===== config.mk =====
export PLATFORM = sky130hd
export DESIGN_NAME = htsd_out
export DESIGN_NICKNAME = d
export VERILOG_FILES = /design/src/hdl/htsd_pkg.sv /design/src/hdl/htsd_out.sv
export SDC_FILE = /design/constraint.sdc
export NUM_CORES = 1
export LEC_CHECK = 0
export BUFFER_PORTS_ARGS = -buffer_cell sky130_fd_sc_hd__buf_2
export CORE_AREA = 8 8 45 47
export DETAILED_ROUTE_END_ITERATION = 10
export DIE_AREA = 0 0 53 55
export GPL_TIMING_DRIVEN = 0
export PLACE_DENSITY = 0.67
export SYNTH_ARGS = -nofsm -noshare
export SYNTH_HDL_FRONTEND = slang
export SYNTH_SLANG_ARGS = --single-unit

===== constraint.sdc =====
create_clock -name clk_i -period 1.8 [get_ports clk_i]
set_input_delay 0.36 -clock clk_i [delete_from_list [all_inputs] [get_ports clk_i]]
set_output_delay 0.36 -clock clk_i [all_outputs]
set_load 0.02 [all_outputs]

===== src/hdl/htsd_pkg.sv =====
// ----------------------------------------------------------------------------
// htsd_pkg
// shared types and constants of the huffman tree stream decoder
// ----------------------------------------------------------------------------
package htsd_pkg;

  localparam int MaxNodes = 1024;
  localparam int MaxDepth = 64;
  localparam int NodeAw   = $clog2(MaxNodes);
  localparam int NodeCw   = NodeAw + 1;
  localparam int StackAw  = $clog2(MaxDepth);
  localparam int DepthW   = StackAw + 1;

  localparam logic KindByte   = 1'b0;
  localparam logic KindStatus = 1'b1;

  typedef struct packed {
    logic [NodeAw-1:0] left;
    logic [NodeAw-1:0] right;
    logic              leaf;
    logic              endm;
    logic [7:0]        value;
  } node_t;

  localparam int NodeW = $bits(node_t);

  localparam node_t MaskFull  = '1;
  localparam node_t MaskLeft  = '{left: '1, right: '0, leaf: 1'b0, endm: 1'b0, value: '0};
  localparam node_t MaskRight = '{left: '0, right: '1, leaf: 1'b0, endm: 1'b0, value: '0};

  typedef struct packed {
    logic              fill;
    logic [NodeAw-1:0] idx;
  } stk_t;

  localparam int StkW = $bits(stk_t);

  typedef struct packed {
    logic       kind;
    logic [7:0] dbyte;
    logic       last;
    logic       endm;
    logic       ok;
    logic       err;
  } out_item_t;

endpackage


===== src/hdl/htsd_out.sv =====
// ----------------------------------------------------------------------------
// htsd_out
// output register holding one result item
// ----------------------------------------------------------------------------
module htsd_out (
  input  logic                clk_i,
  input  logic                rst_ni,
  input  logic                push_i,
  input  htsd_pkg::out_item_t item_i,
  output logic                push_ready_o,
  output logic                out_valid_o,
  input  logic                out_ready_i,
  output htsd_pkg::out_item_t item_o
);

  logic                valid_q, valid_d;
  htsd_pkg::out_item_t item_q;

  assign push_ready_o = !valid_q || out_ready_i;

  always_comb begin
    valid_d = valid_q;
    if (push_i) begin
      valid_d = 1'b1;
    end else if (out_ready_i) begin
      valid_d = 1'b0;
    end
  end

  always_ff @(posedge clk_i or negedge rst_ni) begin
    if (!rst_ni) begin
      valid_q <= 1'b0;
    end else begin
      valid_q <= valid_d;
    end
  end

  always_ff @(posedge clk_i) begin
    if (push_i) begin
      item_q <= item_i;
    end
  end

  assign out_valid_o = valid_q;
  assign item_o      = item_q;

endmodule


==> summary.txt <==
Synthesis
  • Post-Syn Area: approximately 440 um^2
  • Sequential element share of the synthesized area: a little over nine tenths
  • Compound-Gate Fraction of Synth Area: 0%
  • Largest family of logic cells by synthesized area: simple AND/OR/NAND/NOR gates
  • Post-Synth Adder-Cell Area: 0%
  • #FFs+latches synth: 14
  • Yosys cell types: 4
  • Simple-Gate Fraction of Synth Area: just over 5%
  • Portion of netlist area occupied by mux cells: 0%
  • Syn_nets: 33
  • Post-Synthesis Cells: 16
  • Syn Area/Cell: between 20 and 30 um^2
  • Yosys warns: 0
  • Synth Area in XOR/XNOR: 0%

Die
  • Chip width: between 50 and 60 um
  • Row count: 14
  • Initial Util: between 30% and 40%
  • IO Count: 32
  • Die area: just under 0.003 mm^2
  • Core area: 0.00138 mm^2
  • Die height: about 55 um

CTS
  • CTS tree: built
  • Longest Clk Path Bufs: 2
  • Hold-fix buffers, CTS: 1
  • CTS resizes: 0
  • Clock sinks: 14
  • Worst-skew pair later-pin latency: around 0.27 ns
  • TritonCTS Buffers: 3
  • Reg clk slew, reported paths: roughly 0.080 ns
  • # H-tree levels: 1
  • CTS root buf: clkbuf_4
  • Setup bufs post-CTS: 0

Global routing
  • Maximum number of pins on one net before global-route repair: 15
  • Global-route wire length before repair: roughly 1.4 mm
  • Total grt overflow: 0
  • GRT Util Overall: under 10%
  • Vias in the first global route: 316
  • Initial antenna violation count: 0

Drt
  • Wire length per cell: ~14 um
  • Pre-Repair DR Iteration Count: 3
  • Final wirelength: 930 um
  • Routed Antenna Nets: 0
  • DR vias/cell: around 4
  • Post-route DRC: 0
  • Drt initial violations: 2
  • Via count: roughly 270

Timing
  • Slew headroom: roughly four fifths
  • Final min period: around 1.3 ns
  • Setup violations, final: 0
  • Clk_skew: 0 ns
  • Setup WS post-layout: between 0.5 and 0.6 ns
  • Setup tns final: 0 ns
  • Final period util: between 70% and 80%
  • Max Freq: between 0.7 and 0.8 GHz
  • Worst hold slack: roughly 0.26 ns
  • Max-slew violation count: 0
  • RSZ-0062 raised after global routing: no
  • Fin. Hold Viols: 0
  • Slew @ Worst Pin: 0.301 ns

Layout
  • FILL cells: ~140
  • Net count, final: 70
  • Reg area: just over 400 um^2
  • Layout cell share with drive strength beyond 1: 69.2%
  • Most frequent cells in the layout: buf_2, edfxtp_1, clkbuf_4
  • Diodes inserted: 0
  • Area Growth Syn to Fin: 48.3%
  • Area of the multi-input gates: 22.5 um^2
  • Fin util: between 40% and 50%
  • Non-Filler Instances: 68
  • Commonest non-fill, non-tap cell in the layout: buf_2
  • Fin area: between 600 and 700 um^2

Min path
  • Class of the worst hold path: in2reg

Pwr
  • Peak supply drop: about 0.56 mV
  • P_leak: 0.290 nW
  • Pwr Density: approximately 1000 mW/mm^2
  • Power Total: about 0.65 mW

Place
  • Dpl cells: between 60 and 70
  • Number of I/O port buffers: 31
  • Dpl ws: approximately 0.69 ns
  • Placer congestion estimate: between 0.6 and 0.7
  • Placed inst area: between 600 and 700 um^2

Outcome
  • Status: finished, final reports clean

Critical path
  • Setup crit end kind: primary output
  • Worst endpoint required time: 1.44 ns
  • WS Path Type: reg2out
  • Critical Path Fanout Max: 2
  • Worst path arrival time: ~0.92 ns
  • CP startpoint kind: flop

Run
  • Max_cap viols: 0
worst paths after layout:
path | startpoint | endpoint | slack, ns | cells past startpoint
max | out_valid_o | push_ready_o | 0.52 | 2
min | item_i[1] | item_o[1] | 0.26 | 1
max reg2reg | out_valid_o | out_valid_o | 1.16 | 2
min reg2reg | out_valid_o | out_valid_o | 0.54 | 2
max in group asynchronous | rst_ni | out_valid_o | 1.34 | 2
min in group asynchronous | rst_ni | out_valid_o | 0.37 | 2
sequential cells by signal (all words and copies together), names as in the netlist:
signal / count
out_valid_o: 1
item_o: 13
logic make-up after synthesis:
group,count (synthesis)
DFF,14
and+or+nand+nor,2
Yosys cell counts:
master	number	share of area, %
dfrtp_1	1	5.7
edfxtp_1	13	89
nand2b_4	1	3.1
nand2b_2	1	2.0
metal layers:
metal	GRT usage, %	vias to the layer above	part of all wire, %
li1	-	134	-
met4	5.17	0	0
met1	7.31	116	40
met3	4.55	0	13
met5	0	-	0
met2	9.57	22	47
worst max-delay path, stage by stage, from the launching register on:
cell and delay (ns):
dfrtp_1 0.41, nand2b_4 0.08, buf_2 0.16
power by group:
group | internal [mW] | leakage (nW) | switching (mW) | total, mW
Sequential | 0.383 | 0.138 | 0.00580 | 0.389
Combinational | 0.0336 | 0.137 | 0.0549 | 0.0885
Clock | 0.0802 | 0.0154 | 0.0957 | 0.176
area by class of cell:
type,count,area share (%)
clock buffer,3,3.47
clock inverter,1,0.578
sequential,14,64.0
multi-input combinational,2,3.47
timing repair buffer,32,25.4
tap,16,3.08
Power figures use the tool's default switching activity.
