===== src/hdl/htsd_ram.sv =====
// ----------------------------------------------------------------------------
// htsd_ram
// single port write, single port read ram with bit write mask, registered read
// ----------------------------------------------------------------------------
module htsd_ram #(
  parameter int Width = 8,
  parameter int Depth = 16
) (
  input  logic                     clk_i,
  input  logic                     we_i,
  input  logic [Width-1:0]         wmask_i,
  input  logic [$clog2(Depth)-1:0] waddr_i,
  input  logic [Width-1:0]         wdata_i,
  input  logic                     re_i,
  input  logic [$clog2(Depth)-1:0] raddr_i,
  output logic [Width-1:0]         rdata_o
);

  logic [Width-1:0] mem [Depth];
  logic [Width-1:0] rdata_q;

  always_ff @(posedge clk_i) begin
    if (we_i) begin
      for (int b = 0; b < Width; b++) begin
        if (wmask_i[b]) begin
          mem[waddr_i][b] <= wdata_i[b];
        end
      end
    end
    if (re_i) begin
      rdata_q <= mem[raddr_i];
    end
  end

  assign rdata_o = rdata_q;

endmodule


===== config.mk =====
export PLATFORM = sky130hd
export DESIGN_NAME = htsd_ram
export DESIGN_NICKNAME = d
export VERILOG_FILES = /design/src/hdl/htsd_ram.sv
export SDC_FILE = /design/constraint.sdc
export NUM_CORES = 1
export LEC_CHECK = 0
export BUFFER_PORTS_ARGS = -buffer_cell sky130_fd_sc_hd__buf_2
export CAP_MARGIN = 30
export CORE_UTILIZATION = 35
export DETAILED_ROUTE_END_ITERATION = 8
export PLACE_DENSITY = 0.53
export SLEW_MARGIN = 20
export SYNTH_ARGS = -nofsm -noshare
export SYNTH_HDL_FRONTEND = slang
export SYNTH_SLANG_ARGS = --single-unit

===== constraint.sdc =====
create_clock -name clk_i -period 4.1 [get_ports clk_i]
set_clock_uncertainty 0.1 [all_clocks]
set_input_delay 0.82 -clock clk_i [delete_from_list [all_inputs] [get_ports clk_i]]
set_output_delay 0.82 -clock clk_i [all_outputs]
set_load 0.01 [all_outputs]

==> impl_metrics.json, run 1 <==
{
  "cts.repair.resized": 0,
  "nFillCells": 1533,
  "avgSynthCellArea_sq_um": 15.45,
  "grt_pass1_wl_um": 20020,
  "p_clk_frac": 0.475,
  "grt_pass1_vias": 3377,
  "drive_gt1_frac": 0.1986,
  "drt-vias-per-instance": 5.119,
  "antenna_found_initial": 0,
  "relSlewSlack": 0.4384,
  "placementRows": 46,
  "core_area_sq_mm": 0.01600,
  "drt-total-wl_um": 13500,
  "antenna_cells": 0,
  "cts_max_path_buffers": 2,
  "ant_nets": 0,
  "grt.overflow.total": 0,
  "ys_ff_latch": 136,
  "path_clk_slew_ns": 0.06,
  "hold_path.class": "reg -> reg",
  "required_ns": 4.17,
  "syn_nets": 400,
  "setup.worst_path.end_class": "flip-flop",
  "post-place-ws_ns": 1.348,
  "cts.htree.levels": 4,
  "multi_input_area_sq_mm": 0.001560,
  "gp_congestion": 0.6984,
  "fin_util": 0.4198,
  "seqPwrFrac": 0.473,
  "p_comb_frac": 0.052,
  "cts_tree": "yes",
  "ff_latch_area_sq_mm": 0.004084,
  "ys_seq_area_frac": 0.7085,
  "switchingPower_uw": 680.3,
  "cp_max_fo": 32,
  "cts-hold-fix-buffers": 0,
  "holdWs_ns": 0.6506,
  "drc": 0,
  "maxCapViolations": 0,
  "startpoint_type": "input port",
  "finalWorstPathRequiredPeriod_ns": 2.282,
  "outcome": "complete, no violations",
  "finalSetupTns_ns": 0,
  "critPathKind": "in -> reg",
  "timing.final.crit_share": 0.5565,
  "arrival_ns": 2.35,
  "io_pins": 35,
  "ys_types": 16,
  "place_hpwl_um": 7980,
  "final_nets": 437,
  "worst_slack_ns": 1.818,
  "synthToLayoutAreaGrowth_pct": 16.52,
  "port_buffers": 34,
  "dieArea_sq_mm": 0.01699,
  "setup_viol": 0,
  "powerDensity_mw_per_mm2": 491.1,
  "cts_root_buffer": "clkbuf_16",
  "max_clock_freq_mhz": 438.3,
  "finalHoldViolCount": 0,
  "rsz0062_at_grt": "no",
  "ir_drop_v": 0.0002842,
  "drtIter0Drc": 303,
  "drv_slew": 0,
  "power.internal_uw": 2618,
  "wire_per_inst_um": 21.13,
  "die_w_um": 130.3,
  "worst_pin_slew_ns": 0.8424,
  "vias": 3271,
  "netlist_instances": 373,
  "yosysWarnings": 0,
  "grt_usage": 0.1746,
  "syn-cell-area_sq_mm": 0.005764,
  "sw_frac_of_total": 0.2062,
  "first_pass_iters": 4,
  "clkSinkCount": 136,
  "p_leak_uw": 0.002211,
  "post_cts_buffers": 0,
  "fp.dieH_um": 130.3,
  "clk_latency_ns": 0.42,
  "grt_max_degree": 33,
  "start_util": 0.3603,
  "cts_buffers": 17
}
[cell families (layout without fill, tap and decap cells)]
kind of cell / Yosys count / count (layout) / share of synthesized area
AO/OA/AOI/OAI: 16 / 16 / 0.02084
buffers and inverters: 19 / 69 / 0.02084
flip-flops: 136 / 136 / 0.7085
multiplexers: 32 / 32 / 0.1341
AND/OR/NAND/NOR: 170 / 170 / 0.1157
[sequential cells by signal (all words and copies together) (netlist names)]
register  count
mem         128
rdata_o       8
[critical path, cell delays in order]
cell	delay, ns
buf_2	0.08
buf_4	0.50
mux4_1	0.65
a22oi_1	0.22
nand2_1	0.07
[cells in the mapped netlist]
| cell | count | area (sq um) |
|---|---|---|
| a22oi_1 | 16 | 120.1 |
| and2_1 | 1 | 6.260 |
| and2b_1 | 1 | 7.510 |
| buf_2 | 3 | 15.01 |
| buf_4 | 1 | 7.510 |
| buf_6 | 3 | 33.78 |
| clkbuf_1 | 9 | 33.78 |
| clkdlybuf4s25_2 | 3 | 30.03 |
| edfxtp_1 | 136 | 4084 |
| mux4_1 | 14 | 367.9 |
| mux4_2 | 18 | 405.4 |
| nand2_1 | 25 | 93.84 |
| nand3_1 | 6 | 30.03 |
| nand4_1 | 1 | 6.260 |
| nor2_1 | 131 | 491.7 |
| nor2b_1 | 5 | 31.28 |
[metal layers]
metal	vias to the layer above	GRT usage	wire (um)
met3	16	0.04838	970
met1	1671	0.2221	5705
met5	-	0	0
li1	1480	-	-
met2	104	0.2819	6622
met4	0	0.07235	206
[stage by stage]
stage	instances	total power, uW	cell area [sq um]
3_5_place_dp	607	1766	6107
4_1_cts	639	3326	6716
5_1_grt	639	3398	6716
2_1_floorplan	373	1690	5764
6_report	639	3299	6716
3_3_place_gp	605	1760	6092
[power groups by stage]
stage | clock network [uW] | registers (uW) | logic, uW
after floorplan | 0 | 1590 | 98.8
after global placement | 0 | 1590 | 170
after detailed placement | 0 | 1590 | 176
after CTS | 1590 | 1560 | 176
after global routing | 1650 | 1560 | 189
final | 1570 | 1560 | 173
[cell usage in the layout (no fill, tap or decap)]
cell type,count
and2b_1,1
a22oi_1,16
buf_2,34
clkinvlp_4,5
nand4_1,1
clkbuf_16,17
mux4_2,18
and2_1,1
nand2_1,25
clkinv_2,3
buf_4,3
edfxtp_1,136
mux4_1,14
clkinv_1,3
nand3_1,6
nor2_1,131
bufinv_16,4
nor2b_1,5
[layout make-up]
type,instances,share of cell area
Clock buffer,17,0.06334
Clock inverter,15,0.02738
Multi-Input combinational cell,218,0.2323
Sequential cell,136,0.6080
Tap cell,216,0.04024
Timing Repair Buffer,37,0.02869
[worst paths after layout]
path                              from  slack, ns  cells after the start                   end
setup / recovery            raddr_i[0]       1.82                      5  rdata_o[4]$_DFFE_PP_
hold / removal     mem[4][0]$_DFFE_PP_       0.65                      3  rdata_o[0]$_DFFE_PP_
setup reg to reg  mem[10][4]$_DFFE_PP_       2.59                      3  rdata_o[4]$_DFFE_PP_
hold reg to reg    mem[4][0]$_DFFE_PP_       0.65                      3  rdata_o[0]$_DFFE_PP_
(Power assumes the default switching activity.)
==> run 2: changes to the inputs <==
- clock period: 4.1 -> 2.2 ns (I/O delays scaled with it)
==> run 2 against run 1 <==
Flip-flop and latch count stayed put. Non-clock buffer count is 12 higher. Power is 82% higher. Critical endpoint is now rdata_o[5]$_DFFE_PP_. Largest cell class unchanged. Highest routed layer unchanged.
==> impl_metrics.json, run 2 (synthesized netlist as in run 1, its figures left out) <==
{
  "outcome": "complete, no violations",
  "grt_max_degree": 28,
  "cts_max_path_buffers": 2,
  "switchingPower_uw": 1240,
  "startpoint_type": "input port",
  "cts.htree.levels": 4,
  "synthToLayoutAreaGrowth_pct": 17.80,
  "total_power_uw": 6008,
  "placementRows": 46,
  "finalHoldViolCount": 0,
  "power.internal_uw": 4768,
  "cp_max_fo": 24,
  "gp_congestion": 0.7020,
  "antenna_cells": 0,
  "drtIter0Drc": 292,
  "finalWorstPathRequiredPeriod_ns": 1.613,
  "p_leak_uw": 0.002264,
  "largest_reg_flops": 128,
  "die_w_um": 130.3,
  "grt_usage": 0.1806,
  "p_comb_frac": 0.056,
  "port_buffers": 34,
  "use_met2": 0.2919,
  "relSlewSlack": 0.5771,
  "p_clk_frac": 0.459,
  "final_nets": 449,
  "place_hpwl_um": 8607,
  "final_cell_mix": "136 x edfxtp_1, 131 x nor2_1, 34 x buf_2",
  "fp.dieH_um": 130.3,
  "clk_latency_ns": 0.42,
  "cts_tree": "yes",
  "ir_drop_v": 0.0006029,
  "wire_per_inst_um": 21.45,
  "path_clk_slew_ns": 0.05,
  "dieArea_sq_mm": 0.01699,
  "vias": 3390,
  "first_pass_iters": 7,
  "rsz0062_at_grt": "no",
  "cts_root_buffer": "clkbuf_16",
  "post_cts_buffers": 0,
  "cts-hold-fix-buffers": 0,
  "drv_slew": 0,
  "clkSinkCount": 136,
  "drt-total-wl_um": 13960,
  "hold_path.class": "in -> reg",
  "drt-vias-per-instance": 5.207,
  "grt_util_met3": 0.04756,
  "setup.worst_path.end_class": "flip-flop",
  "seqPwrFrac": 0.484,
  "finalSetupTns_ns": 0,
  "timing.final.crit_share": 0.7334,
  "setup_viol": 0,
  "cts.repair.resized": 0,
  "antenna_found_initial": 0,
  "drive_gt1_frac": 0.2092,
  "regMostFlops": "mem",
  "final_common_cell": "edfxtp_1",
  "maxCapViolations": 0,
  "max_clock_freq_mhz": 619.8,
  "cts_buffers": 17,
  "core_area_sq_mm": 0.01600,
  "grt.overflow.total": 0,
  "grt_pass1_vias": 3537,
  "grt_pass1_wl_um": 20960,
  "io_pins": 35,
  "ant_nets": 0,
  "start_util": 0.3603,
  "use_met1": 0.2225,
  "powerDensity_mw_per_mm2": 884.7,
  "required_ns": 2.27,
  "top_usage_layer": "met2",
  "worst_pin_slew_ns": 0.6330,
  "drc": 0,
  "arrival_ns": 1.68,
  "sw_frac_of_total": 0.2063,
  "critPathKind": "in -> reg"
}
run 2: per-layer routing:
metal  up-vias  wire [um]
met5         -          0
met4         0        239
met3        17        945
met2       108       6938
met1      1758       5839
li1       1507          -
run 2: per-stage QoR:
step	instance area [sq um]	worst slack [ns]	utilization	hold slack, ns	instances
after floorplan	5764	0.3776	-	0.4389	373
after CTS	6790	0.6028	0.4244	0.2842	651
after detailed placement	6222	0.1600	0.3889	0.6391	619
after global routing	6790	0.5142	0.4244	0.3043	651
after global placement	6207	0.1865	0.3879	0.6352	617
final	6790	0.5866	0.4244	0.3015	651
run 2: final timing paths:
check                      start                    to  slack, ns  depth (start not counted)
min                   wdata_i[1]   mem[6][1]$_DFFE_PP_       0.30                          1
min reg2reg  mem[7][3]$_DFFE_PP_  rdata_o[3]$_DFFE_PP_       0.65                          3
max reg2reg  mem[2][5]$_DFFE_PP_  rdata_o[5]$_DFFE_PP_       0.67                          3
max                   raddr_i[0]  rdata_o[5]$_DFFE_PP_       0.59                          5
run 2: layout make-up:
class / count / area [sq um]
clock buffer: 19 / 432.9
sequential: 136 / 4084
tap: 216 / 270.3
fill: 1538 / 9210
timing repair buffer: 49 / 307.8
clock inverter: 13 / 135.1
multi-input combinational: 218 / 1560
run 2: power groups by stage:
stage	Sequential [uW]	Clock, uW	Combinational, uW
final	2910	2760	339
after global routing	2910	2900	372
after CTS	2910	2800	343
after detailed placement	2960	0	342
after global placement	2960	0	333
after floorplan	2970	0	184
run 2: critical path, stage by stage:
cell and delay [ns]:
buf_2 0.12, buf_12 0.22, mux4_1 0.59, a22oi_1 0.21
nand2_1 0.07
==> run 3: changes to the inputs <==
- clock period: 2.2 -> 1.59 ns (I/O delays scaled with it)
==> run 3 against run 2 <==
Largest power group unchanged. Final area rose by 2.9%. Sequential power grew 38%. Largest cell class unchanged. Final cell count is 5.2% higher. Die area unchanged. Worst hold slack worse by 0.12 ns. Utilization increased by 1.3 points. Critical endpoint is now rdata_o[0]$_DFFE_PP_. Critical path type is now reg -> reg. Non-clock buffer count up 35. Sequential share of layout area decreased by 1.7 points. Critical path depth fell by 2.
==> impl_metrics.json, run 3 (synthesized netlist as in run 1, its figures left out) <==
{
  "power.internal_uw": 6469,
  "final_common_cell": "edfxtp_1",
  "powerDensity_mw_per_mm2": 1170,
  "max_clock_freq_mhz": 674.2,
  "setup_viol": 0,
  "io_pins": 35,
  "arrival_ns": 1.54,
  "dieArea_sq_mm": 0.01699,
  "cts.htree.levels": 4,
  "relSlewSlack": 0.3727,
  "cts_buffers": 17,
  "final_nets": 484,
  "cts_root_buffer": "clkbuf_16",
  "cts-hold-fix-buffers": 0,
  "start_util": 0.3603,
  "post_cts_buffers": 0,
  "port_buffers": 34,
  "top_layer": "met4",
  "drt-vias-per-instance": 4.926,
  "sw_frac_of_total": 0.2091,
  "drv_slew": 0,
  "ant_nets": 0,
  "clk_latency_ns": 0.41,
  "wl_met3_um": 444,
  "reg2reg_from": "mem[3][0]$_DFFE_PP_",
  "cp_max_fo": 1,
  "finalSetupTns_ns": 0,
  "outcome": "complete, no violations",
  "required_ns": 1.65,
  "ir_drop_v": 0.0007261,
  "drive_gt1_frac": 0.3028,
  "place_hpwl_um": 9145,
  "fp.dieH_um": 130.3,
  "switchingPower_uw": 1711,
  "cts_max_path_buffers": 2,
  "wl_met2_um": 7085,
  "final_cell_mix": "136 x edfxtp_1, 131 x nor2_1, 47 x buf_4",
  "placementRows": 46,
  "hold_path.class": "in -> reg",
  "finalHoldViolCount": 0,
  "synthToLayoutAreaGrowth_pct": 21.27,
  "p_comb_frac": 0.064,
  "m1WireLength_um": 5706,
  "fin_util": 0.4369,
  "grt.overflow.total": 0,
  "wire_per_inst_um": 19.74,
  "nFillCells": 1486,
  "clkSinkCount": 136,
  "antenna_found_initial": 0,
  "holdWs_ns": 0.1855,
  "core_area_sq_mm": 0.01600,
  "drt-total-wl_um": 13520,
  "worst_pin_slew_ns": 0.9374,
  "p_clk_frac": 0.444,
  "regMostFlops": "mem",
  "gp_congestion": 0.7928,
  "timing.final.crit_share": 0.9328,
  "startpoint": "mem[3][0]$_DFFE_PP_",
  "maxCapViolations": 0,
  "cts_tree": "yes",
  "critPathKind": "reg -> reg",
  "grt_pass1_vias": 3439,
  "p_leak_uw": 0.002356,
  "grt_usage": 0.1749,
  "finalWorstPathRequiredPeriod_ns": 1.483,
  "path_clk_slew_ns": 0.06,
  "die_w_um": 130.3,
  "cts.repair.resized": 0,
  "vias": 3374,
  "setup.worst_path.end_class": "flip-flop",
  "startpoint_type": "flip-flop",
  "drtIter0Drc": 242,
  "rsz0062_at_grt": "no",
  "first_pass_iters": 5,
  "min_from": "wdata_i[5]",
  "largest_reg_flops": 128,
  "grt_pass1_wl_um": 20320,
  "drc": 0,
  "grt_max_degree": 25,
  "antenna_cells": 0,
  "seqPwrFrac": 0.492
}
run 3: path summary, 6_finish.rpt:
path,end,slack (ns),cells past startpoint
worst max-delay path,rdata_o[0]$_DFFE_PP_,0.11,3
worst min-delay path,mem[1][5]$_DFFE_PP_,0.19,1
worst max register to register,rdata_o[0]$_DFFE_PP_,0.11,3
worst min register to register,rdata_o[1]$_DFFE_PP_,0.65,3
run 3: layer usage:
metal	up-vias	global-route usage
met5	-	0
met2	71	0.3104
li1	1559	-
met4	0	0.07640
met3	17	0.03444
met1	1727	0.2060
run 3: through the flow:
step / instance area (sq um) / setup slack (ns) / std cells / power (uW)
final: 6990 / 0.1068 / 685 / 8180
after global routing: 6990 / 0.007359 / 685 / 8437
after CTS: 6989 / 0.02956 / 685 / 8237
after detailed placement: 6449 / -0.3734 / 654 / 4631
after global placement: 6449 / -0.3577 / 654 / 4623
after floorplan: 5749 / -0.02840 / 373 / 4377
run 3: worst max-delay path, cell delays in order (launching register included):
cell and delay [ns]:
edfxtp_1 0.36, mux4_2 0.48, a22oi_2 0.21, nand2_1 0.08
run 3: power groups by stage:
stage	combinational, uW	sequential (uW)	clock (uW)
after global placement	522	4100	0
after CTS	530	4030	3680
after floorplan	273	4100	0
after global routing	573	4030	3830
after detailed placement	529	4100	0
final	523	4030	3630
run 3: final cells by class:
class	instances	area [sq um]	area share
Timing Repair Buffer	84	583.1	0.08341
Clock buffer	17	425.4	0.06086
Multi-Input combinational cell	218	1513	0.2164
Clock inverter	14	115.1	0.01647
Sequential cell	136	4084	0.5842
Tap cell	216	270.3	0.03866
