<file path="src/hdl/htsd_pkg.sv">
// ----------------------------------------------------------------------------
// htsd_pkg
// shared types and constants of the huffman tree stream decoder
// ----------------------------------------------------------------------------
package htsd_pkg;

  localparam int MaxNodes = 1024;
  localparam int MaxDepth = 64;
  localparam int NodeAw   = $clog2(MaxNodes);
  localparam int NodeCw   = NodeAw + 1;
  localparam int StackAw  = $clog2(MaxDepth);
  localparam int DepthW   = StackAw + 1;

  localparam logic KindByte   = 1'b0;
  localparam logic KindStatus = 1'b1;

  typedef struct packed {
    logic [NodeAw-1:0] left;
    logic [NodeAw-1:0] right;
    logic              leaf;
    logic              endm;
    logic [7:0]        value;
  } node_t;

  localparam int NodeW = $bits(node_t);

  localparam node_t MaskFull  = '1;
  localparam node_t MaskLeft  = '{left: '1, right: '0, leaf: 1'b0, endm: 1'b0, value: '0};
  localparam node_t MaskRight = '{left: '0, right: '1, leaf: 1'b0, endm: 1'b0, value: '0};

  typedef struct packed {
    logic              fill;
    logic [NodeAw-1:0] idx;
  } stk_t;

  localparam int StkW = $bits(stk_t);

  typedef struct packed {
    logic       kind;
    logic [7:0] dbyte;
    logic       last;
    logic       endm;
    logic       ok;
    logic       err;
  } out_item_t;

endpackage

</file>
<file path="src/hdl/htsd_ctrl.sv">
// ----------------------------------------------------------------------------
// htsd_ctrl
// bit sequencer: tree header parse into node table, code walk, status items
// ----------------------------------------------------------------------------
module htsd_ctrl (
  input  logic                          clk_i,
  input  logic                          rst_ni,
  input  logic                          in_valid_i,
  output logic                          in_ready_o,
  input  logic                          new_stream_i,
  input  logic [7:0]                    data_byte_i,
  output logic                          node_we_o,
  output htsd_pkg::node_t               node_wmask_o,
  output logic [htsd_pkg::NodeAw-1:0]   node_waddr_o,
  output htsd_pkg::node_t               node_wdata_o,
  output logic                          node_re_o,
  output logic [htsd_pkg::NodeAw-1:0]   node_raddr_o,
  input  htsd_pkg::node_t               node_rdata_i,
  output logic                          stk_we_o,
  output logic [htsd_pkg::StackAw-1:0]  stk_waddr_o,
  output htsd_pkg::stk_t                stk_wdata_o,
  output logic                          stk_re_o,
  output logic [htsd_pkg::StackAw-1:0]  stk_raddr_o,
  input  htsd_pkg::stk_t                stk_rdata_i,
  output logic                          push_o,
  output htsd_pkg::out_item_t           item_o,
  input  logic                          push_ready_i
);

  typedef enum logic [2:0] {
    S_IDLE, S_BIT, S_DEV, S_ATT, S_ATT_LD, S_STAT
  } state_e;

  typedef enum logic [2:0] {
    P_NODE, P_KIND, P_VALUE, P_CHECK, P_DATA
  } phase_e;

  state_e                       state_q, state_d;
  phase_e                       phase_q, phase_d;
  logic [7:0]                   byte_q, byte_d;
  logic [2:0]                   pos_q, pos_d;
  logic [htsd_pkg::NodeCw-1:0]  cnt_q, cnt_d;
  logic [htsd_pkg::DepthW-1:0]  depth_q, depth_d;
  logic [htsd_pkg::NodeAw-1:0]  top_q, top_d;
  logic                         fill_q, fill_d;
  logic [7:0]                   val_q, val_d;
  logic [2:0]                   vcnt_q, vcnt_d;
  logic [htsd_pkg::NodeAw-1:0]  child_q, child_d;
  logic [htsd_pkg::NodeAw-1:0]  cur_l_q, cur_l_d, cur_r_q, cur_r_d;
  logic [htsd_pkg::NodeAw-1:0]  root_l_q, root_l_d, root_r_q, root_r_d;
  logic [7:0]                   exp_q, exp_d, run_q, run_d;
  logic                         final_q, final_d;
  logic                         err_q, err_d;

  logic                         bit_v;
  logic [htsd_pkg::NodeAw-1:0]  n_new, n_last;
  logic [7:0]                   val_nx;

  assign bit_v  = byte_q[pos_q];
  assign n_new  = cnt_q[htsd_pkg::NodeAw-1:0];
  assign n_last = htsd_pkg::NodeAw'(cnt_q - htsd_pkg::NodeCw'(1));
  assign val_nx = val_q | (8'(bit_v) << vcnt_q);
  assign in_ready_o = (state_q == S_IDLE);

  always_comb begin
    state_d  = state_q;
    phase_d  = phase_q;
    byte_d   = byte_q;
    pos_d    = pos_q;
    cnt_d    = cnt_q;
    depth_d  = depth_q;
    top_d    = top_q;
    fill_d   = fill_q;
    val_d    = val_q;
    vcnt_d   = vcnt_q;
    child_d  = child_q;
    cur_l_d  = cur_l_q;
    cur_r_d  = cur_r_q;
    root_l_d = root_l_q;
    root_r_d = root_r_q;
    exp_d    = exp_q;
    run_d    = run_q;
    final_d  = final_q;
    err_d    = err_q;

    node_we_o    = 1'b0;
    node_wmask_o = htsd_pkg::MaskFull;
    node_waddr_o = n_new;
    node_wdata_o = '0;
    node_re_o    = 1'b0;
    node_raddr_o = bit_v ? cur_r_q : cur_l_q;
    stk_we_o     = 1'b0;
    stk_waddr_o  = htsd_pkg::StackAw'(depth_q - htsd_pkg::DepthW'(1));
    stk_wdata_o  = '{fill: fill_q, idx: top_q};
    stk_re_o     = 1'b0;
    stk_raddr_o  = htsd_pkg::StackAw'(depth_q - htsd_pkg::DepthW'(2));
    push_o       = 1'b0;
    item_o       = '{kind: htsd_pkg::KindStatus, dbyte: 8'd0, last: 1'b1, endm: final_q,
                     ok: final_q && (exp_q == run_q) && !err_q, err: err_q};

    unique case (state_q)
      S_IDLE: begin
        if (in_valid_i) begin
          byte_d = data_byte_i;
          pos_d  = 3'd7;
          if (new_stream_i) begin
            phase_d  = P_NODE;
            cnt_d    = '0;
            depth_d  = '0;
            val_d    = '0;
            vcnt_d   = '0;
            cur_l_d  = '0;
            cur_r_d  = '0;
            root_l_d = '0;
            root_r_d = '0;
            exp_d    = '0;
            run_d    = '0;
            final_d  = 1'b0;
            err_d    = 1'b0;
            state_d  = S_BIT;
          end else if (err_q) begin
            state_d = S_STAT;
          end else if (phase_q == P_CHECK) begin
            exp_d   = data_byte_i;
            phase_d = P_DATA;
            cur_l_d = root_l_q;
            cur_r_d = root_r_q;
            state_d = S_STAT;
          end else begin
            state_d = S_BIT;
          end
        end
      end
      S_BIT: begin
        state_d = (pos_q == 3'd0) ? S_STAT : S_BIT;
        pos_d   = pos_q - 3'd1;
        unique case (phase_q)
          P_NODE: begin
            if (cnt_q >= htsd_pkg::NodeCw'(htsd_pkg::MaxNodes)) begin
              err_d   = 1'b1;
              state_d = S_STAT;
            end else begin
              node_we_o = 1'b1;
              cnt_d     = cnt_q + htsd_pkg::NodeCw'(1);
              if (!bit_v) begin
                if (depth_q >= htsd_pkg::DepthW'(htsd_pkg::MaxDepth)) begin
                  err_d   = 1'b1;
                  state_d = S_STAT;
                end else begin
                  stk_we_o = (depth_q != '0);
                  top_d    = n_new;
                  fill_d   = 1'b0;
                  depth_d  = depth_q + htsd_pkg::DepthW'(1);
                end
              end else if (n_new == '0) begin
                err_d   = 1'b1;
                state_d = S_STAT;
              end else begin
                phase_d = P_KIND;
              end
            end
          end
          P_KIND: begin
            node_we_o    = 1'b1;
            node_waddr_o = n_last;
            node_wdata_o = '{left: '0, right: '0, leaf: 1'b1, endm: bit_v, value: 8'd0};
            if (bit_v) begin
              child_d = n_last;
              state_d = S_ATT;
              pos_d   = pos_q;
            end else begin
              phase_d = P_VALUE;
              val_d   = '0;
              vcnt_d  = '0;
            end
          end
          P_VALUE: begin
            if (vcnt_q == 3'd7) begin
              node_we_o    = 1'b1;
              node_waddr_o = n_last;
              node_wdata_o = '{left: '0, right: '0, leaf: 1'b1, endm: 1'b0, value: val_nx};
              child_d      = n_last;
              val_d        = '0;
              vcnt_d       = '0;
              state_d      = S_ATT;
              pos_d        = pos_q;
            end else begin
              val_d  = val_nx;
              vcnt_d = vcnt_q + 3'd1;
            end
          end
          P_DATA: begin
            node_re_o = 1'b1;
            state_d   = S_DEV;
            pos_d     = pos_q;
          end
          default: begin
            state_d = S_STAT;
            pos_d   = pos_q;
          end
        endcase
      end
      S_DEV: begin
        final_d = 1'b0;
        if (node_rdata_i.leaf) begin
          if (node_rdata_i.endm) begin
            final_d = 1'b1;
            cur_l_d = root_l_q;
            cur_r_d = root_r_q;
            state_d = S_STAT;
          end else if (push_ready_i) begin
            push_o  = 1'b1;
            item_o  = '{kind: htsd_pkg::KindByte, dbyte: node_rdata_i.value, last: 1'b0,
                        endm: 1'b0, ok: 1'b0, err: err_q};
            run_d   = run_q ^ node_rdata_i.value;
            cur_l_d = root_l_q;
            cur_r_d = root_r_q;
            state_d = (pos_q == 3'd0) ? S_STAT : S_BIT;
            pos_d   = pos_q - 3'd1;
          end
        end else begin
          cur_l_d = node_rdata_i.left;
          cur_r_d = node_rdata_i.right;
          state_d = (pos_q == 3'd0) ? S_STAT : S_BIT;
          pos_d   = pos_q - 3'd1;
        end
      end
      S_ATT: begin
        node_waddr_o = top_q;
        node_wdata_o = '{left: child_q, right: child_q, leaf: 1'b0, endm: 1'b0, value: 8'd0};
        if (depth_q == '0) begin
          phase_d = P_CHECK;
          state_d = S_STAT;
        end else if (!fill_q) begin
          node_we_o    = 1'b1;
          node_wmask_o = htsd_pkg::MaskLeft;
          if (top_q == '0) begin
            root_l_d = child_q;
          end
          fill_d  = 1'b1;
          phase_d = P_NODE;
          state_d = (pos_q == 3'd0) ? S_STAT : S_BIT;
          pos_d   = pos_q - 3'd1;
        end else begin
          node_we_o    = 1'b1;
          node_wmask_o = htsd_pkg::MaskRight;
          if (top_q == '0) begin
            root_r_d = child_q;
          end
          depth_d = depth_q - htsd_pkg::DepthW'(1);
          child_d = top_q;
          if (depth_q == htsd_pkg::DepthW'(1)) begin
            phase_d = P_CHECK;
            state_d = S_STAT;
          end else begin
            stk_re_o = 1'b1;
            state_d  = S_ATT_LD;
          end
        end
      end
      S_ATT_LD: begin
        top_d   = stk_rdata_i.idx;
        fill_d  = stk_rdata_i.fill;
        state_d = S_ATT;
      end
      S_STAT: begin
        if (push_ready_i) begin
          push_o  = 1'b1;
          state_d = S_IDLE;
        end
      end
      default: state_d = S_IDLE;
    endcase
  end

  always_ff @(posedge clk_i or negedge rst_ni) begin
    if (!rst_ni) begin
      state_q  <= S_IDLE;
      phase_q  <= P_NODE;
      byte_q   <= '0;
      pos_q    <= '0;
      cnt_q    <= '0;
      depth_q  <= '0;
      top_q    <= '0;
      fill_q   <= 1'b0;
      val_q    <= '0;
      vcnt_q   <= '0;
      child_q  <= '0;
      cur_l_q  <= '0;
      cur_r_q  <= '0;
      root_l_q <= '0;
      root_r_q <= '0;
      exp_q    <= '0;
      run_q    <= '0;
      final_q  <= 1'b0;
      err_q    <= 1'b0;
    end else begin
      state_q  <= state_d;
      phase_q  <= phase_d;
      byte_q   <= byte_d;
      pos_q    <= pos_d;
      cnt_q    <= cnt_d;
      depth_q  <= depth_d;
      top_q    <= top_d;
      fill_q   <= fill_d;
      val_q    <= val_d;
      vcnt_q   <= vcnt_d;
      child_q  <= child_d;
      cur_l_q  <= cur_l_d;
      cur_r_q  <= cur_r_d;
      root_l_q <= root_l_d;
      root_r_q <= root_r_d;
      exp_q    <= exp_d;
      run_q    <= run_d;
      final_q  <= final_d;
      err_q    <= err_d;
    end
  end

endmodule

</file>
<file path="config.mk">
export PLATFORM = sky130hd
export DESIGN_NAME = htsd_ctrl
export DESIGN_NICKNAME = d
export VERILOG_FILES = /design/src/hdl/htsd_pkg.sv /design/src/hdl/htsd_ctrl.sv
export SDC_FILE = /design/constraint.sdc
export NUM_CORES = 1
export LEC_CHECK = 0
export BUFFER_PORTS_ARGS = -buffer_cell sky130_fd_sc_hd__buf_4
export CAP_MARGIN = 20
export CORE_ASPECT_RATIO = 0.75
export CORE_UTILIZATION = 50
export CTS_CLUSTER_DIAMETER = 150
export DETAILED_ROUTE_END_ITERATION = 6
export HOLD_SLACK_MARGIN = 0.1
export PLACE_DENSITY_LB_ADDON = 0.3
export SYNTH_ARGS = -nofsm -noshare
export SYNTH_HDL_FRONTEND = slang
export SYNTH_SLANG_ARGS = --single-unit
</file>
<file path="constraint.sdc">
create_clock -name clk_i -period 3.2 [get_ports clk_i]
set_clock_uncertainty 0.05 [all_clocks]
set_input_delay 0.96 -clock clk_i [delete_from_list [all_inputs] [get_ports clk_i]]
set_output_delay 0.96 -clock clk_i [all_outputs]
set_load 0.02 [all_outputs]
</file>
==> impl_metrics.json <==
{
  "cts_max_level": 4,
  "drt_pass1_iterations": 5,
  "whs_ns": 0.432,
  "synthArstFlopShare_pct": 100,
  "die_x_um": 145,
  "gr-usage-all-layers_pct": 29.4,
  "ys.flop_type": "dfrtp_1",
  "vdd.ir_drop.worst_uv": 735,
  "synth_seq_cells": 125,
  "drc": 0,
  "routabilityCongestion": 0.921,
  "place.port_buffers": 175,
  "power.internal_mw": 6.41,
  "syn_nets": 881,
  "p_seq_share_pct": 23.3,
  "fill_cells": 1095,
  "die_area_sq_um": 15800,
  "status": "finished, violations left",
  "syn_to_final_growth_pct": 34.1,
  "cts.path.max_buffers": 2,
  "setup_violations": 16,
  "finalSetupTns_ns": -0.693,
  "hold_path.class": "flop to flop",
  "maxCapViolations": 0,
  "critPathKind": "flop to output port",
  "clock_sinks": 125,
  "grt_pass1_vias": 6570,
  "worst_pin_slew_ns": 0.731,
  "cts_tree": "yes",
  "design_area_sq_um": 10200,
  "routed_via_density": 5.91,
  "worst_slack_ns": -0.0647,
  "switching_share_pct": 44.3,
  "worst_setup_path_start_kind": "flop",
  "die_h_um": 109,
  "power_frac_comb_pct": 58.9,
  "p_leak_nw": 4.74,
  "finalCritPeriodShare_pct": 102,
  "postSynthCellCount": 814,
  "end_kind": "output port",
  "grt_max_degree": 50,
  "ys_types": 72,
  "required_ns": 2.19,
  "powerDensity_nw_per_um2": 1120,
  "clk_pin_slew_worst_paths_ns": 0.06,
  "dpl-instance-area_sq_um": 9080,
  "utilization_pct": 69.7,
  "maxSlewHeadroom_pct": 51.2,
  "dpl.hpwl_um": 15500,
  "wl_per_cell_um": 18.9,
  "cts-root-buf": "clkbuf_16",
  "maxSlewViolCount": 0,
  "ios": 176,
  "p_switching_mw": 5.09,
  "num_vias": 7078,
  "core_sq_um": 14700,
  "crit_arrival_ns": 2.25,
  "final_cell_mix": "buf_4, dfrtp_1, nor2_1",
  "fin_total_pwr_mw": 11.5,
  "ys_seq_area_share_pct": 41.0,
  "final_antenna_net_count": 0,
  "report.final.hold_viol_count": 0,
  "drive_gt1_share_pct": 41.0,
  "diodes": 0,
  "insertion_delay_ns": 0.42,
  "synth_edf_count": 0,
  "cp_max_fo": 6,
  "ys_warn_count": 0,
  "max_freq_mhz": 306,
  "rsz0062_at_grt": "true",
  "totalWireLength_um": 22700,
  "final.min_clock_period_ns": 3.26,
  "antenna_found_initial": 0,
  "layout_commonest_cell": "buf_4",
  "drt_iter0_drc": 698,
  "ctsHoldBuffers": 0,
  "synth_area_sq_um": 7630,
  "start_util_pct": 51.9,
  "avgSynthCellArea_sq_um": 9.37,
  "pwr-share-clk_pct": 17.8,
  "row_count": 38,
  "cts_buffers": 17,
  "grt-ovfl-total": 0,
  "grt_pass1_wl_um": 34900,
  "finalNetCount": 1052,
  "violations": "setup timing"
}
[flip-flops by register name, indices dropped and copies added (netlist names)]
signal and count:
cur_r_q 10, root_l_q 10, exp_q 8, root_r_q 10
pos_q 3, cur_l_q 10, cnt_q 11, vcnt_q 3
top_q 10, fill_q 1, val_q 8, run_q 8
child_q 10, err_q 1, byte_q 8, phase_q 3
depth_q 7, final_q 1, state_q 3
[cell usage after synthesis, types with 3 or more instances]
library cell    n  area share, %
mux2i_1         5           0.66
and2_1         13            1.1
a21oi_1        44            2.9
nand3_1        13           0.85
dfrtp_1       125             41
buf_2           9           0.59
nor3b_1         7           0.69
ha_1           13            2.1
xor2_1         22            2.5
nor4b_1         3           0.34
nand2_1        76            3.7
nand2b_1        6           0.49
inv_1          16           0.79
mux2_2         62            9.1
clkbuf_1       33            1.6
a22oi_1        21            2.1
or3_1           3           0.25
nor3_2          3           0.39
or3b_2          3           0.34
nand4b_1        3           0.34
a221o_1         4           0.52
nand3b_1        3           0.30
a31oi_1        13            1.1
nor2b_1         7           0.57
nand4_1         5           0.41
xnor2_1        17            2.0
buf_4          46            4.5
nor3_1         14           0.92
and3_1         14            1.1
nor2_1         91            4.5
and3b_1         3           0.34
o21ai_0        36            2.4
o211ai_1       15            1.5
nor4_1          8           0.66
a22o_1          9            1.0
[cell type report]
cell class	instances	area, sq um	share of cell area [%]
Tap cell	200	250	2.44
Clock buffer	17	425	4.16
Inverter	16	62.6	0.611
Clock inverter	15	191	1.87
Sequential cell	125	3130	30.6
Multi-Input combinational cell	584	4230	41.4
Timing Repair Buffer	241	1940	19.0
[routing by layer]
layer  global-route usage (%)  wire [um]  vias to the layer above
met5                        0          0                        -
met4                     7.59        337                        0
met3                     7.42       1770                       35
met2                     44.0      10400                      341
met1                     42.2      10200                     3496
li1                         -          -                     3206
[critical path: stages, from the launching register on]
cell,delay [ns]
dfrtp_2,0.46
mux2i_1,0.15
mux4_2,0.50
buf_12,0.17
buf_8,0.13
mux2_2,0.28
buf_6,0.13
[stage by stage]
step | setup slack [ns] | instances
after global placement | 0.0880 | 1149
after global routing | -0.126 | 1198
after detailed placement | 0.0247 | 1149
after floorplan | 0.0188 | 814
final | -0.0647 | 1198
after CTS | -0.0596 | 1190
[cells by family after synthesis]
group | after synthesis | share of synthesized area (%)
AOI/OAI and AO/OA | 175 | 15.6
xor gates and xnor gates | 39 | 4.48
adders and majority gates | 13 | 2.13
buffers and inverters | 105 | 7.57
DFF | 125 | 41.0
muxes | 69 | 10.2
and+or+nand+nor | 288 | 19.0
[repair_timing]
action	CTS	global route
setup buffers	9	9
gates cloned	1	0
pin swaps	8	21
resized for setup	60	41
endpoints found under the setup margin	63	86
[final timing paths]
path	slack, ns	to	cells after the start	from
worst max-delay path	-0.06	node_raddr_o[5]	6	pos_q[0]$_DFFE_PN0P_
worst min-delay path	0.43	byte_q[5]$_DFFE_PN0P_	2	byte_q[5]$_DFFE_PN0P_
worst max register to register	0.32	root_r_q[9]$_DFFE_PN0P_	8	state_q[2]$_DFFE_PN0P_
worst min register to register	0.43	byte_q[5]$_DFFE_PN0P_	2	byte_q[5]$_DFFE_PN0P_
max in group asynchronous	1.88	phase_q[2]$_DFFE_PN0P_	2	rst_ni
min in group asynchronous	0.54	val_q[7]$_DFFE_PN0P_	1	rst_ni
[power by group through the flow]
stage	clock network (mW)	logic (mW)	registers, mW
after floorplan	0	4.03	2.54
after global placement	0	5.77	2.65
after detailed placement	0	5.84	2.68
after CTS	2.06	6.44	2.66
after global routing	2.13	7.23	2.76
final	2.04	6.77	2.68
Power figures use the tool's default switching activity.
